### config.mk
export PLATFORM = sky130hd
export DESIGN_NAME = page_table_allocator_top
export DESIGN_NICKNAME = d
export VERILOG_FILES = /design/src/rtl/ptalloc_pkg.sv /design/src/rtl/page_table_allocator_top.sv
export SDC_FILE = /design/constraint.sdc
export NUM_CORES = 2
export LEC_CHECK = 0
export BUFFER_PORTS_ARGS = -buffer_cell sky130_fd_sc_hd__buf_2
export CORE_UTILIZATION = 35
export CTS_CLUSTER_SIZE = 30
export DETAILED_ROUTE_END_ITERATION = 8
export PLACE_DENSITY_LB_ADDON = 0.08
export SLEW_MARGIN = 0
export SYNTH_ARGS = -nofsm -noshare
export SYNTH_HDL_FRONTEND = slang
export SYNTH_SLANG_ARGS = --single-unit
### constraint.sdc
create_clock -name clk -period 5 [get_ports clk]
set_input_delay 0 -clock clk [delete_from_list [all_inputs] [get_ports clk]]
set_output_delay 0 -clock clk [all_outputs]
set_load 0.01 [all_outputs]
### src/rtl/ptalloc_pkg.sv
// ----------------------------------------------------------------------------
// ptalloc_pkg
// types and constants shared by the page table allocator
// ----------------------------------------------------------------------------
package ptalloc_pkg;

    localparam logic [3:0] OP_ALLOC = 4'd0;
    localparam logic [3:0] OP_MAP   = 4'd1;
    localparam logic [3:0] OP_FINDA = 4'd2;
    localparam logic [3:0] OP_INVAL = 4'd3;
    localparam logic [3:0] OP_ALLRD = 4'd4;
    localparam logic [3:0] OP_ALLW  = 4'd5;
    localparam logic [3:0] OP_PAGEW = 4'd6;
    localparam logic [3:0] OP_REL   = 4'd7;
    localparam logic [3:0] OP_QUERY = 4'd8;
    localparam logic [3:0] OP_FINDP = 4'd9;
    localparam logic [3:0] OP_REMAP = 4'd10;
    localparam logic [3:0] OP_SETC  = 4'd11;
    localparam logic [3:0] OP_READ  = 4'd12;

    localparam int MAX_RESULTS = 32;

    typedef struct packed {
        logic [3:0]  opcode;
        logic [5:0]  page_count;
        logic [15:0] alloc_id_base;
        logic [15:0] alloc_sel;
        logic [15:0] page_id;
        logic [15:0] frame_address;
        logic [4:0]  entry_index;
        logic        flag_value;
    } req_t;

    typedef struct packed {
        logic [15:0] new_alloc_id;
        logic [15:0] result_page;
        logic [4:0]  result_index;
        logic [15:0] result_address;
        logic        ok;
        logic        entry_allocated;
        logic        entry_valid;
        logic        writable;
        logic        entry_copied;
        logic        last;
    } rsp_t;

    typedef enum logic [2:0] {
        ST_IDLE,
        ST_ARUN,
        ST_AWRITE,
        ST_SCAN,
        ST_RDIX,
        ST_FINISH
    } state_t;

endpackage

### src/rtl/page_table_allocator_top.sv
// ----------------------------------------------------------------------------
// page_table_allocator_top
// first-fit page table with copy-on-write marks, one request at a time
// ----------------------------------------------------------------------------
// channel  dir  handshake          word
// req      in   req_valid/stall    ptalloc_pkg::req_t
// rsp      out  rsp_valid/stall    ptalloc_pkg::rsp_t
//
// search requests sweep the table once, one entry a cycle unless paused
// allocate sweeps for a free run, then writes it
// invalidate, set copied, all read: applied when taken; read entry: via ST_RDIX
// release pauses its sweep while a result word is held by rsp_stall
// reset clears all marks at once, no clearing pass
// ----------------------------------------------------------------------------
module page_table_allocator_top #(
    parameter int TABLE_ENTRIES = 32,
    parameter int ID_BITS       = 16
) (
    input  logic                clk,
    input  logic                rst_n,
    input  logic                req_valid,
    output logic                req_stall,
    input  ptalloc_pkg::req_t   req,
    output logic                rsp_valid,
    input  logic                rsp_stall,
    output ptalloc_pkg::rsp_t   rsp
);

    localparam int IW = (TABLE_ENTRIES > 1) ? $clog2(TABLE_ENTRIES) : 1;
    localparam int CW = $clog2(TABLE_ENTRIES + 1);
    localparam logic [IW-1:0] LAST_IDX = IW'(TABLE_ENTRIES - 1);

    ptalloc_pkg::state_t state_reg, state_next;
    ptalloc_pkg::req_t   req_reg, req_next;
    ptalloc_pkg::rsp_t   res_reg, res_next;
    ptalloc_pkg::rsp_t   out_reg, out_word;
    logic                out_valid_reg, out_load;

    logic [TABLE_ENTRIES-1:0] alloc_reg, alloc_next;
    logic [TABLE_ENTRIES-1:0] mapped_reg, mapped_next;
    logic [TABLE_ENTRIES-1:0] write_reg, write_next;
    logic [TABLE_ENTRIES-1:0] copied_reg, copied_next;
    logic [TABLE_ENTRIES-1:0] idw_reg, idw_next;
    logic [TABLE_ENTRIES-1:0] frw_reg, frw_next;

    logic [IW-1:0]      idx_reg, idx_next;
    logic [CW-1:0]      run_reg, run_next, run_n;
    logic [5:0]         rem_reg, rem_next;
    logic [ID_BITS-1:0] p_reg, p_next, p_n;
    logic               found_reg, found_next;
    logic [5:0]         n_reg, n_next;

    logic [2*ID_BITS-1:0] id_mem [TABLE_ENTRIES];
    logic [15:0]          fr_mem [TABLE_ENTRIES];
    logic [2*ID_BITS-1:0] rd_id_reg;
    logic [15:0]          rd_fr_reg;
    logic [IW-1:0]        raddr, waddr;
    logic                 id_we, fr_we;
    logic [2*ID_BITS-1:0] id_wdata;

    logic [31:0]        sel32, pg32, base32, ix_in32, ix_r32, k32, pge32, aid32, pn32;
    logic [ID_BITS-1:0] sel_m, pg_m, aid;
    logic [ID_BITS-1:0] pg_e, ow_e;
    logic [15:0]        fr_e;
    logic               a_e, m_e, w_e, c_e;
    logic               oready, cnt_ok_in, ix_ok_in, ix_ok_r, go, rel_hit;
    logic [IW-1:0]      ix_in;

    assign sel32   = 32'(req_reg.alloc_sel);
    assign pg32    = 32'(req_reg.page_id);
    assign base32  = 32'(req_reg.alloc_id_base);
    assign sel_m   = sel32[ID_BITS-1:0];
    assign pg_m    = pg32[ID_BITS-1:0];
    assign aid     = base32[ID_BITS-1:0] + ID_BITS'(1);
    assign aid32   = 32'(aid);
    assign ix_in32 = 32'(req.entry_index);
    assign ix_in   = ix_in32[IW-1:0];
    assign ix_r32  = 32'(req_reg.entry_index);
    assign ix_ok_in = ix_in32 < 32'(TABLE_ENTRIES);
    assign ix_ok_r  = ix_r32 < 32'(TABLE_ENTRIES);
    assign cnt_ok_in = (req.page_count != 6'd0)
                    && (32'(req.page_count) <= 32'(TABLE_ENTRIES));
    assign k32     = 32'(idx_reg);

    assign a_e  = alloc_reg[idx_reg];
    assign m_e  = mapped_reg[idx_reg];
    assign w_e  = write_reg[idx_reg];
    assign c_e  = copied_reg[idx_reg];
    assign pg_e = idw_reg[idx_reg] ? rd_id_reg[2*ID_BITS-1:ID_BITS] : '1;
    assign ow_e = idw_reg[idx_reg] ? rd_id_reg[ID_BITS-1:0] : '1;
    assign fr_e = frw_reg[idx_reg] ? rd_fr_reg : 16'hFFFF;
    assign pge32 = 32'(pg_e);
    assign run_n = a_e ? '0 : run_reg + CW'(1);
    assign p_n   = p_reg + ID_BITS'(1);
    assign pn32  = 32'(p_n);

    assign oready  = !out_valid_reg || !rsp_stall;
    assign rel_hit = a_e && (ow_e == sel_m) && m_e && (w_e || req_reg.flag_value)
                  && (32'(n_reg) < 32'(ptalloc_pkg::MAX_RESULTS));
    assign go = (req_reg.opcode != ptalloc_pkg::OP_REL) || oready;

    always_ff @(posedge clk)
    begin
        if (id_we)
        begin
            id_mem[waddr] <= id_wdata;
        end
        if (fr_we)
        begin
            fr_mem[waddr] <= req_reg.frame_address;
        end
        rd_id_reg <= id_mem[raddr];
        rd_fr_reg <= fr_mem[raddr];
    end

    always_comb
    begin
        state_next  = state_reg;
        req_next    = req_reg;
        res_next    = res_reg;
        alloc_next  = alloc_reg;
        mapped_next = mapped_reg;
        write_next  = write_reg;
        copied_next = copied_reg;
        idw_next    = idw_reg;
        frw_next    = frw_reg;
        idx_next    = idx_reg;
        run_next    = run_reg;
        rem_next    = rem_reg;
        p_next      = p_reg;
        found_next  = found_reg;
        n_next      = n_reg;
        raddr       = idx_reg;
        waddr       = idx_reg;
        id_we       = 1'b0;
        fr_we       = 1'b0;
        id_wdata    = {p_n, aid};
        out_load    = 1'b0;
        out_word    = res_reg;
        case (state_reg)
            ptalloc_pkg::ST_IDLE:
            begin
                raddr = (req.opcode == ptalloc_pkg::OP_READ) ? ix_in : '0;
                if (req_valid)
                begin
                    req_next      = req;
                    res_next      = '0;
                    res_next.last = 1'b1;
                    found_next    = 1'b0;
                    n_next        = '0;
                    idx_next      = '0;
                    run_next      = '0;
                    state_next    = ptalloc_pkg::ST_FINISH;
                    case (req.opcode)
                        ptalloc_pkg::OP_ALLOC:
                        begin
                            if (cnt_ok_in)
                            begin
                                state_next = ptalloc_pkg::ST_ARUN;
                            end
                        end
                        ptalloc_pkg::OP_MAP, ptalloc_pkg::OP_FINDA,
                        ptalloc_pkg::OP_ALLW, ptalloc_pkg::OP_PAGEW,
                        ptalloc_pkg::OP_REL, ptalloc_pkg::OP_FINDP,
                        ptalloc_pkg::OP_REMAP:
                        begin
                            state_next = ptalloc_pkg::ST_SCAN;
                        end
                        ptalloc_pkg::OP_QUERY:
                        begin
                            res_next.ok       = 1'b1;
                            res_next.writable = 1'b1;
                            state_next        = ptalloc_pkg::ST_SCAN;
                        end
                        ptalloc_pkg::OP_INVAL:
                        begin
                            if (ix_ok_in)
                            begin
                                mapped_next[ix_in] = 1'b0;
                                res_next.ok        = 1'b1;
                            end
                        end
                        ptalloc_pkg::OP_ALLRD:
                        begin
                            write_next  = '0;
                            res_next.ok = 1'b1;
                        end
                        ptalloc_pkg::OP_SETC:
                        begin
                            if (ix_ok_in)
                            begin
                                copied_next[ix_in] = req.flag_value;
                                res_next.ok        = 1'b1;
                            end
                        end
                        ptalloc_pkg::OP_READ:
                        begin
                            idx_next   = ix_in;
                            state_next = ptalloc_pkg::ST_RDIX;
                        end
                        default:
                        begin
                            state_next = ptalloc_pkg::ST_FINISH;
                        end
                    endcase
                end
            end
            ptalloc_pkg::ST_ARUN:
            begin
                run_next = run_n;
                if (32'(run_n) == 32'(req_reg.page_count))
                begin
                    idx_next   = IW'(k32 + 32'd1 - 32'(run_n));
                    rem_next   = req_reg.page_count;
                    p_next     = pg_m;
                    state_next = ptalloc_pkg::ST_AWRITE;
                end
                else if (idx_reg == LAST_IDX)
                begin
                    state_next = ptalloc_pkg::ST_FINISH;
                end
                else
                begin
                    idx_next = idx_reg + IW'(1);
                end
            end
            ptalloc_pkg::ST_AWRITE:
            begin
                id_we                = 1'b1;
                alloc_next[idx_reg]  = 1'b1;
                write_next[idx_reg]  = 1'b1;
                idw_next[idx_reg]    = 1'b1;
                p_next               = p_n;
                rem_next             = rem_reg - 6'd1;
                idx_next             = idx_reg + IW'(1);
                if (rem_reg == 6'd1)
                begin
                    res_next.new_alloc_id = aid32[15:0];
                    res_next.result_page  = pn32[15:0];
                    res_next.ok           = 1'b1;
                    state_next            = ptalloc_pkg::ST_FINISH;
                end
            end
            ptalloc_pkg::ST_SCAN:
            begin
                if (go)
                begin
                    raddr = idx_reg + IW'(1);
                    idx_next = idx_reg + IW'(1);
                    if (idx_reg == LAST_IDX)
                    begin
                        state_next = ptalloc_pkg::ST_FINISH;
                    end
                    case (req_reg.opcode)
                        ptalloc_pkg::OP_MAP:
                        begin
                            if (a_e && !m_e && ow_e == sel_m && !found_reg)
                            begin
                                fr_we                 = 1'b1;
                                frw_next[idx_reg]     = 1'b1;
                                mapped_next[idx_reg]  = 1'b1;
                                res_next.result_page  = pge32[15:0];
                                res_next.result_index = k32[4:0];
                                res_next.ok           = 1'b1;
                                found_next            = 1'b1;
                            end
                        end
                        ptalloc_pkg::OP_FINDA:
                        begin
                            if (m_e && fr_e == req_reg.frame_address && !found_reg)
                            begin
                                res_next.result_index = k32[4:0];
                                res_next.ok           = 1'b1;
                                found_next            = 1'b1;
                            end
                        end
                        ptalloc_pkg::OP_ALLW:
                        begin
                            if (a_e && ow_e == sel_m)
                            begin
                                write_next[idx_reg] = 1'b1;
                                res_next.ok         = 1'b1;
                            end
                        end
                        ptalloc_pkg::OP_PAGEW:
                        begin
                            if (a_e && pg_e == pg_m && !found_reg)
                            begin
                                write_next[idx_reg] = 1'b1;
                                res_next.ok         = 1'b1;
                                found_next          = 1'b1;
                            end
                        end
                        ptalloc_pkg::OP_REL:
                        begin
                            if (a_e && ow_e == sel_m)
                            begin
                                alloc_next[idx_reg]  = 1'b0;
                                mapped_next[idx_reg] = 1'b0;
                                copied_next[idx_reg] = 1'b0;
                            end
                            if (rel_hit)
                            begin
                                if (n_reg != 6'd0)
                                begin
                                    out_load      = 1'b1;
                                    out_word      = res_reg;
                                    out_word.last = 1'b0;
                                end
                                res_next                = '0;
                                res_next.result_index   = k32[4:0];
                                res_next.result_address = fr_e;
                                res_next.ok             = 1'b1;
                                res_next.last           = 1'b1;
                                n_next                  = n_reg + 6'd1;
                            end
                        end
                        ptalloc_pkg::OP_QUERY:
                        begin
                            if (a_e && ow_e == sel_m && c_e)
                            begin
                                res_next.writable = 1'b0;
                            end
                        end
                        ptalloc_pkg::OP_FINDP:
                        begin
                            if (a_e && pg_e == pg_m && !found_reg)
                            begin
                                res_next.result_page  = req_reg.page_id;
                                res_next.result_index = k32[4:0];
                                res_next.ok           = 1'b1;
                                found_next            = 1'b1;
                            end
                        end
                        ptalloc_pkg::OP_REMAP:
                        begin
                            if (a_e && pg_e == pg_m)
                            begin
                                fr_we                = 1'b1;
                                frw_next[idx_reg]    = 1'b1;
                                write_next[idx_reg]  = 1'b1;
                                mapped_next[idx_reg] = 1'b1;
                                if (!found_reg)
                                begin
                                    res_next.result_page  = req_reg.page_id;
                                    res_next.result_index = k32[4:0];
                                    res_next.ok           = 1'b1;
                                    found_next            = 1'b1;
                                end
                            end
                        end
                        default:
                        begin
                            res_next = res_reg;
                        end
                    endcase
                end
            end
            ptalloc_pkg::ST_RDIX:
            begin
                if (ix_ok_r)
                begin
                    res_next.result_page     = pge32[15:0];
                    res_next.result_index    = req_reg.entry_index;
                    res_next.result_address  = fr_e;
                    res_next.ok              = 1'b1;
                    res_next.entry_allocated = a_e;
                    res_next.entry_valid     = m_e;
                    res_next.writable        = w_e;
                    res_next.entry_copied    = c_e;
                end
                state_next = ptalloc_pkg::ST_FINISH;
            end
            ptalloc_pkg::ST_FINISH:
            begin
                if (oready)
                begin
                    out_load   = 1'b1;
                    out_word   = res_reg;
                    state_next = ptalloc_pkg::ST_IDLE;
                end
            end
            default:
            begin
                state_next = ptalloc_pkg::ST_IDLE;
            end
        endcase
    end

    always_ff @(posedge clk or negedge rst_n)
    begin
        if (!rst_n)
        begin
            state_reg     <= ptalloc_pkg::ST_IDLE;
            out_valid_reg <= 1'b0;
            alloc_reg     <= '0;
            mapped_reg    <= '0;
            write_reg     <= '0;
            copied_reg    <= '0;
            idw_reg       <= '0;
            frw_reg       <= '0;
            idx_reg       <= '0;
            run_reg       <= '0;
            rem_reg       <= '0;
            found_reg     <= 1'b0;
            n_reg         <= '0;
        end
        else
        begin
            state_reg     <= state_next;
            out_valid_reg <= out_load || (out_valid_reg && rsp_stall);
            alloc_reg     <= alloc_next;
            mapped_reg    <= mapped_next;
            write_reg     <= write_next;
            copied_reg    <= copied_next;
            idw_reg       <= idw_next;
            frw_reg       <= frw_next;
            idx_reg       <= idx_next;
            run_reg       <= run_next;
            rem_reg       <= rem_next;
            found_reg     <= found_next;
            n_reg         <= n_next;
        end
    end

    always_ff @(posedge clk)
    begin
        req_reg <= req_next;
        res_reg <= res_next;
        p_reg   <= p_next;
        if (out_load)
        begin
            out_reg <= out_word;
        end
    end

    assign req_stall = (state_reg != ptalloc_pkg::ST_IDLE);
    assign rsp_valid = out_valid_reg;
    assign rsp       = out_reg;

    a_mapped_alloc: assert property (@(posedge clk) disable iff (!rst_n)
        (mapped_reg & ~alloc_reg) == '0)
        else $error("mapped entry not allocated");

    a_mapped_frame: assert property (@(posedge clk) disable iff (!rst_n)
        (mapped_reg & ~frw_reg) == '0)
        else $error("mapped entry without stored frame");

    a_alloc_ids: assert property (@(posedge clk) disable iff (!rst_n)
        (alloc_reg & ~idw_reg) == '0)
        else $error("allocated entry without stored ids");

    a_rel_count: assert property (@(posedge clk) disable iff (!rst_n)
        32'(n_reg) <= 32'(ptalloc_pkg::MAX_RESULTS))
        else $error("release result count overflow");

endmodule
==> results.txt <==
Cell variety after synth = 98
Post-synth ARST share = 0.1091
worst path required time = 5530 ps
start of the worst register-to-register path = idx_reg[4]
largest net degree at the start of global routing = 112
Max Freq = 206.6 MHz
Remaining DRCs = 0
drt initial violations = 4,772
# port buffers = 144
Top reg by flops = id_mem
RSZ-0062 raised after global routing = no
Max clock buf depth = 3
Post-Synth XOR/XNOR Area = 0.006916
mux cell area share after synthesis = 0.01400
hold crit path type = in -> reg
TNS Setup = 0 ps
compound-cell area share of the yosys netlist = 0.1370
power density over the cells = 473.0 nW/µm²
core region area = 235,900 µm²
starting density of the core = 0.3529
Post-DP HPWL = 171.5 mm
DR pass1 iterations = 6
max-cap violations = 0
CTS root buffer = clkbuf_16
Die W = 489.6 µm
Setup-failing EPs final = 0
measured slew at the worst slew-check pin = 1201 ps
post-place instance area = 90,940 µm²
Mean Syn Cell Area = 13.61 µm²
GPL Wtd Cong = 0.9023
main combinational cell family by area after synthesis = compound AO/OA/AOI/OAI gates
register area share after synthesis = 0.7088
Cells after Synth = 6,114
Syn Nets = 6,218
grt total ovfl = 0
Post-synth top flop = edfxtp_1
Final Skew = 36.37 ps
cell leakage power = 33.99 nW
die area = 239,700 µm²
top post-synthesis cells by area = edfxtp_1 63%, dfrtp_1 6.6%, a211oi_1 4.8%
Yosys top cell by area = edfxtp_1
outcome = finished clean
synthesized cell area = 83,220 µm²
CTS tree = done
layout cells sized above 1 = 0.1551
mean routed wirelength per cell = 28.71 µm
initial antenna violation count = 11
Synth Area in Adders = 0.003097
crit-path cells = nand4bb_1, o22ai_1, nor4_4, and2_4, a311o_1, nor3b_2, nand2_1, nor4_1, o21ai_0, nand2_4, buf_4
clk sinks = 2,017
Synthesis Warnings = 0
post-layout minimum cycle time = 4841 ps
max-slew violations = 0
area grow syn2layout = 20.11%
Vias = 54,290
number of filler cells placed in the layout = 21,630
design area = 99,960 µm²
global-route wire length before repair = 403.4 mm
Ports = 145
Simple-Gate Fraction of Synth Area = 0.1069
clk_lat worst skew = 870 ps
Total Wirelength = 284.3 mm
Crit Path Max Fanout = 23
flop2flop setup slack = 160 ps
hold path cells = 2
Arr. time, crit path = 5370 ps
final antenna-violating net count = 0
CP Launch Type = flip-flop
Worst Setup End Kind = flip-flop
Worst Hold End = req_reg[78]
Final nets = 6,658
Vias/cell = 5.483
Worst Min Path Start = req[78]
Slowest cell on crit path = dfrtp_1
max incr delay on CP = 690 ps
Clock transition at path regs = 60 ps
#FFs+latches synth = 2,017
r2r worst-path depth = 11
Post-synth EDFFs = 1,749
Tcrit/Tclk final = 0.9682
# rows = 178
TritonCTS Buffers = 220
final count of hold timing violations = 0
H-tree levels = 4
R2R Path End = rsp[13]
vias in the first global route = 52,870
critical path class = reg -> reg
worst vdd ir = 0.3756 mV
Rel. slew slack = 0.1995
Largest register FFs = 1,024
Tot Pwr = 47.29 mW
area share of the leading cell type in the synthesized netlist = 0.6311
GRT Util Overall = 0.2361
chip height = 489.6 µm
[how the worst max path moves through the flow]
stage	cells after the start	end	slack, ps	startpoint
final	11	rsp[13]	160	idx_reg[4]
after global routing	12	rsp[2]	30	idx_reg[0]
after CTS	13	copied_reg[21]	60	idx_reg[0]
after detailed placement	14	res_reg[36]	240	idx_reg[0]
after global placement	14	res_reg[32]	210	idx_reg[0]
after floorplan	12	rsp[0]	530	idx_reg[0]
[cell usage in the layout, fill, tap and decap left out, drive strengths merged, types with 34 or more instances in the layout]
master	Yosys	routed
a211o	57	57
a211oi	534	534
a21oi	116	116
a311oi	198	198
a31oi	199	199
and2	416	416
buf	89	490
clkbuf	348	304
clkinv	0	81
dfrtp	220	220
dfxtp	48	48
dlygate4sd3	0	165
edfxtp	1749	1749
mux2i	71	71
nand2	948	948
nand3	64	64
nor2	219	219
nor3	47	47
o21ai	244	244
o21bai	34	34
o22ai	34	34
o31ai	57	57
or2	41	41
xnor2	37	37
[layout make-up]
cell class              count  area (µm²)  area share
flip-flops and latches   2017       58990      0.5901
diodes                      8       20.02   0.0002003
well taps                3150        3941     0.03943
repair buffers            655        6526     0.06529
inverters                  28       107.6    0.001076
clock inverters           107        1129     0.01129
multi-input cells        3632       23080      0.2309
clock buffers             304        6168     0.06171
[per-stage QoR]
step,std cells,utilization,hold slack [ps],setup WS [ps]
2_1_floorplan,6114,-,-295.6,527.0
3_3_place_gp,9315,0.3856,165.5,205.7
3_5_place_dp,9315,0.3856,163.1,235.9
4_1_cts,9892,0.4236,11.96,62.44
5_1_grt,9897,0.4238,49.46,33.26
6_report,9901,0.4238,74.39,159.1
[per-layer routing]
layer | vias to the layer above | part of all wire | global-route usage
met5 | - | 0.000046 | 0
met4 | 2 | 0.029 | 0.06826
met3 | 360 | 0.045 | 0.02931
met2 | 1454 | 0.48 | 0.3874
met1 | 28130 | 0.45 | 0.3273
li1 | 24340 | - | -
[power breakdown]
part,internal (mW),switching [mW]
clock,9.62,6.85
sequential,19.4,0.850
combinational,3.51,7.06
total,32.5,14.8
[critical path: cells and delay by family (launching register included)]
family,cells,cell delay (ps)
buffers and inverters,1,310
DFF,1,690
AOI/OAI and AO/OA,3,780
and+or+nand+nor,7,2680
[synth_stat cells (20+ instances only)]
master,count
o31ai_1,56
nor3_1,47
xor2_1,26
o22ai_1,34
xnor2_1,37
o21bai_2,30
and2_0,32
a211oi_1,532
nand2_1,948
dfxtp_1,48
buf_2,45
a22o_1,27
o21ai_1,65
mux2i_1,71
nor2_1,218
o21ai_0,178
inv_1,28
nand4_1,20
a211o_1,57
or2_2,39
a31oi_1,199
a311oi_1,195
edfxtp_1,1749
nand3_1,64
dfrtp_1,220
a21oi_1,114
and2_1,383
clkbuf_1,348
buf_1,22
[cells by family (layout without fill, tap and decap cells)]
family	count (synthesis)	after routing
compound gates	1584	1584
xor+xnor	64	64
flops	2017	2017
fa+ha+maj	20	20
buf+inv	465	1094
other cells	0	8
mux	93	93
simple gates	1871	1871
[timing repair]
action	CTS	global route
hold buffers	166	0
buffers inserted	0	1
endpoints found under the hold margin	258	0
setup endpoints to repair	0	538
gates resized for setup	0	3
Power figures use the tool's default switching activity.
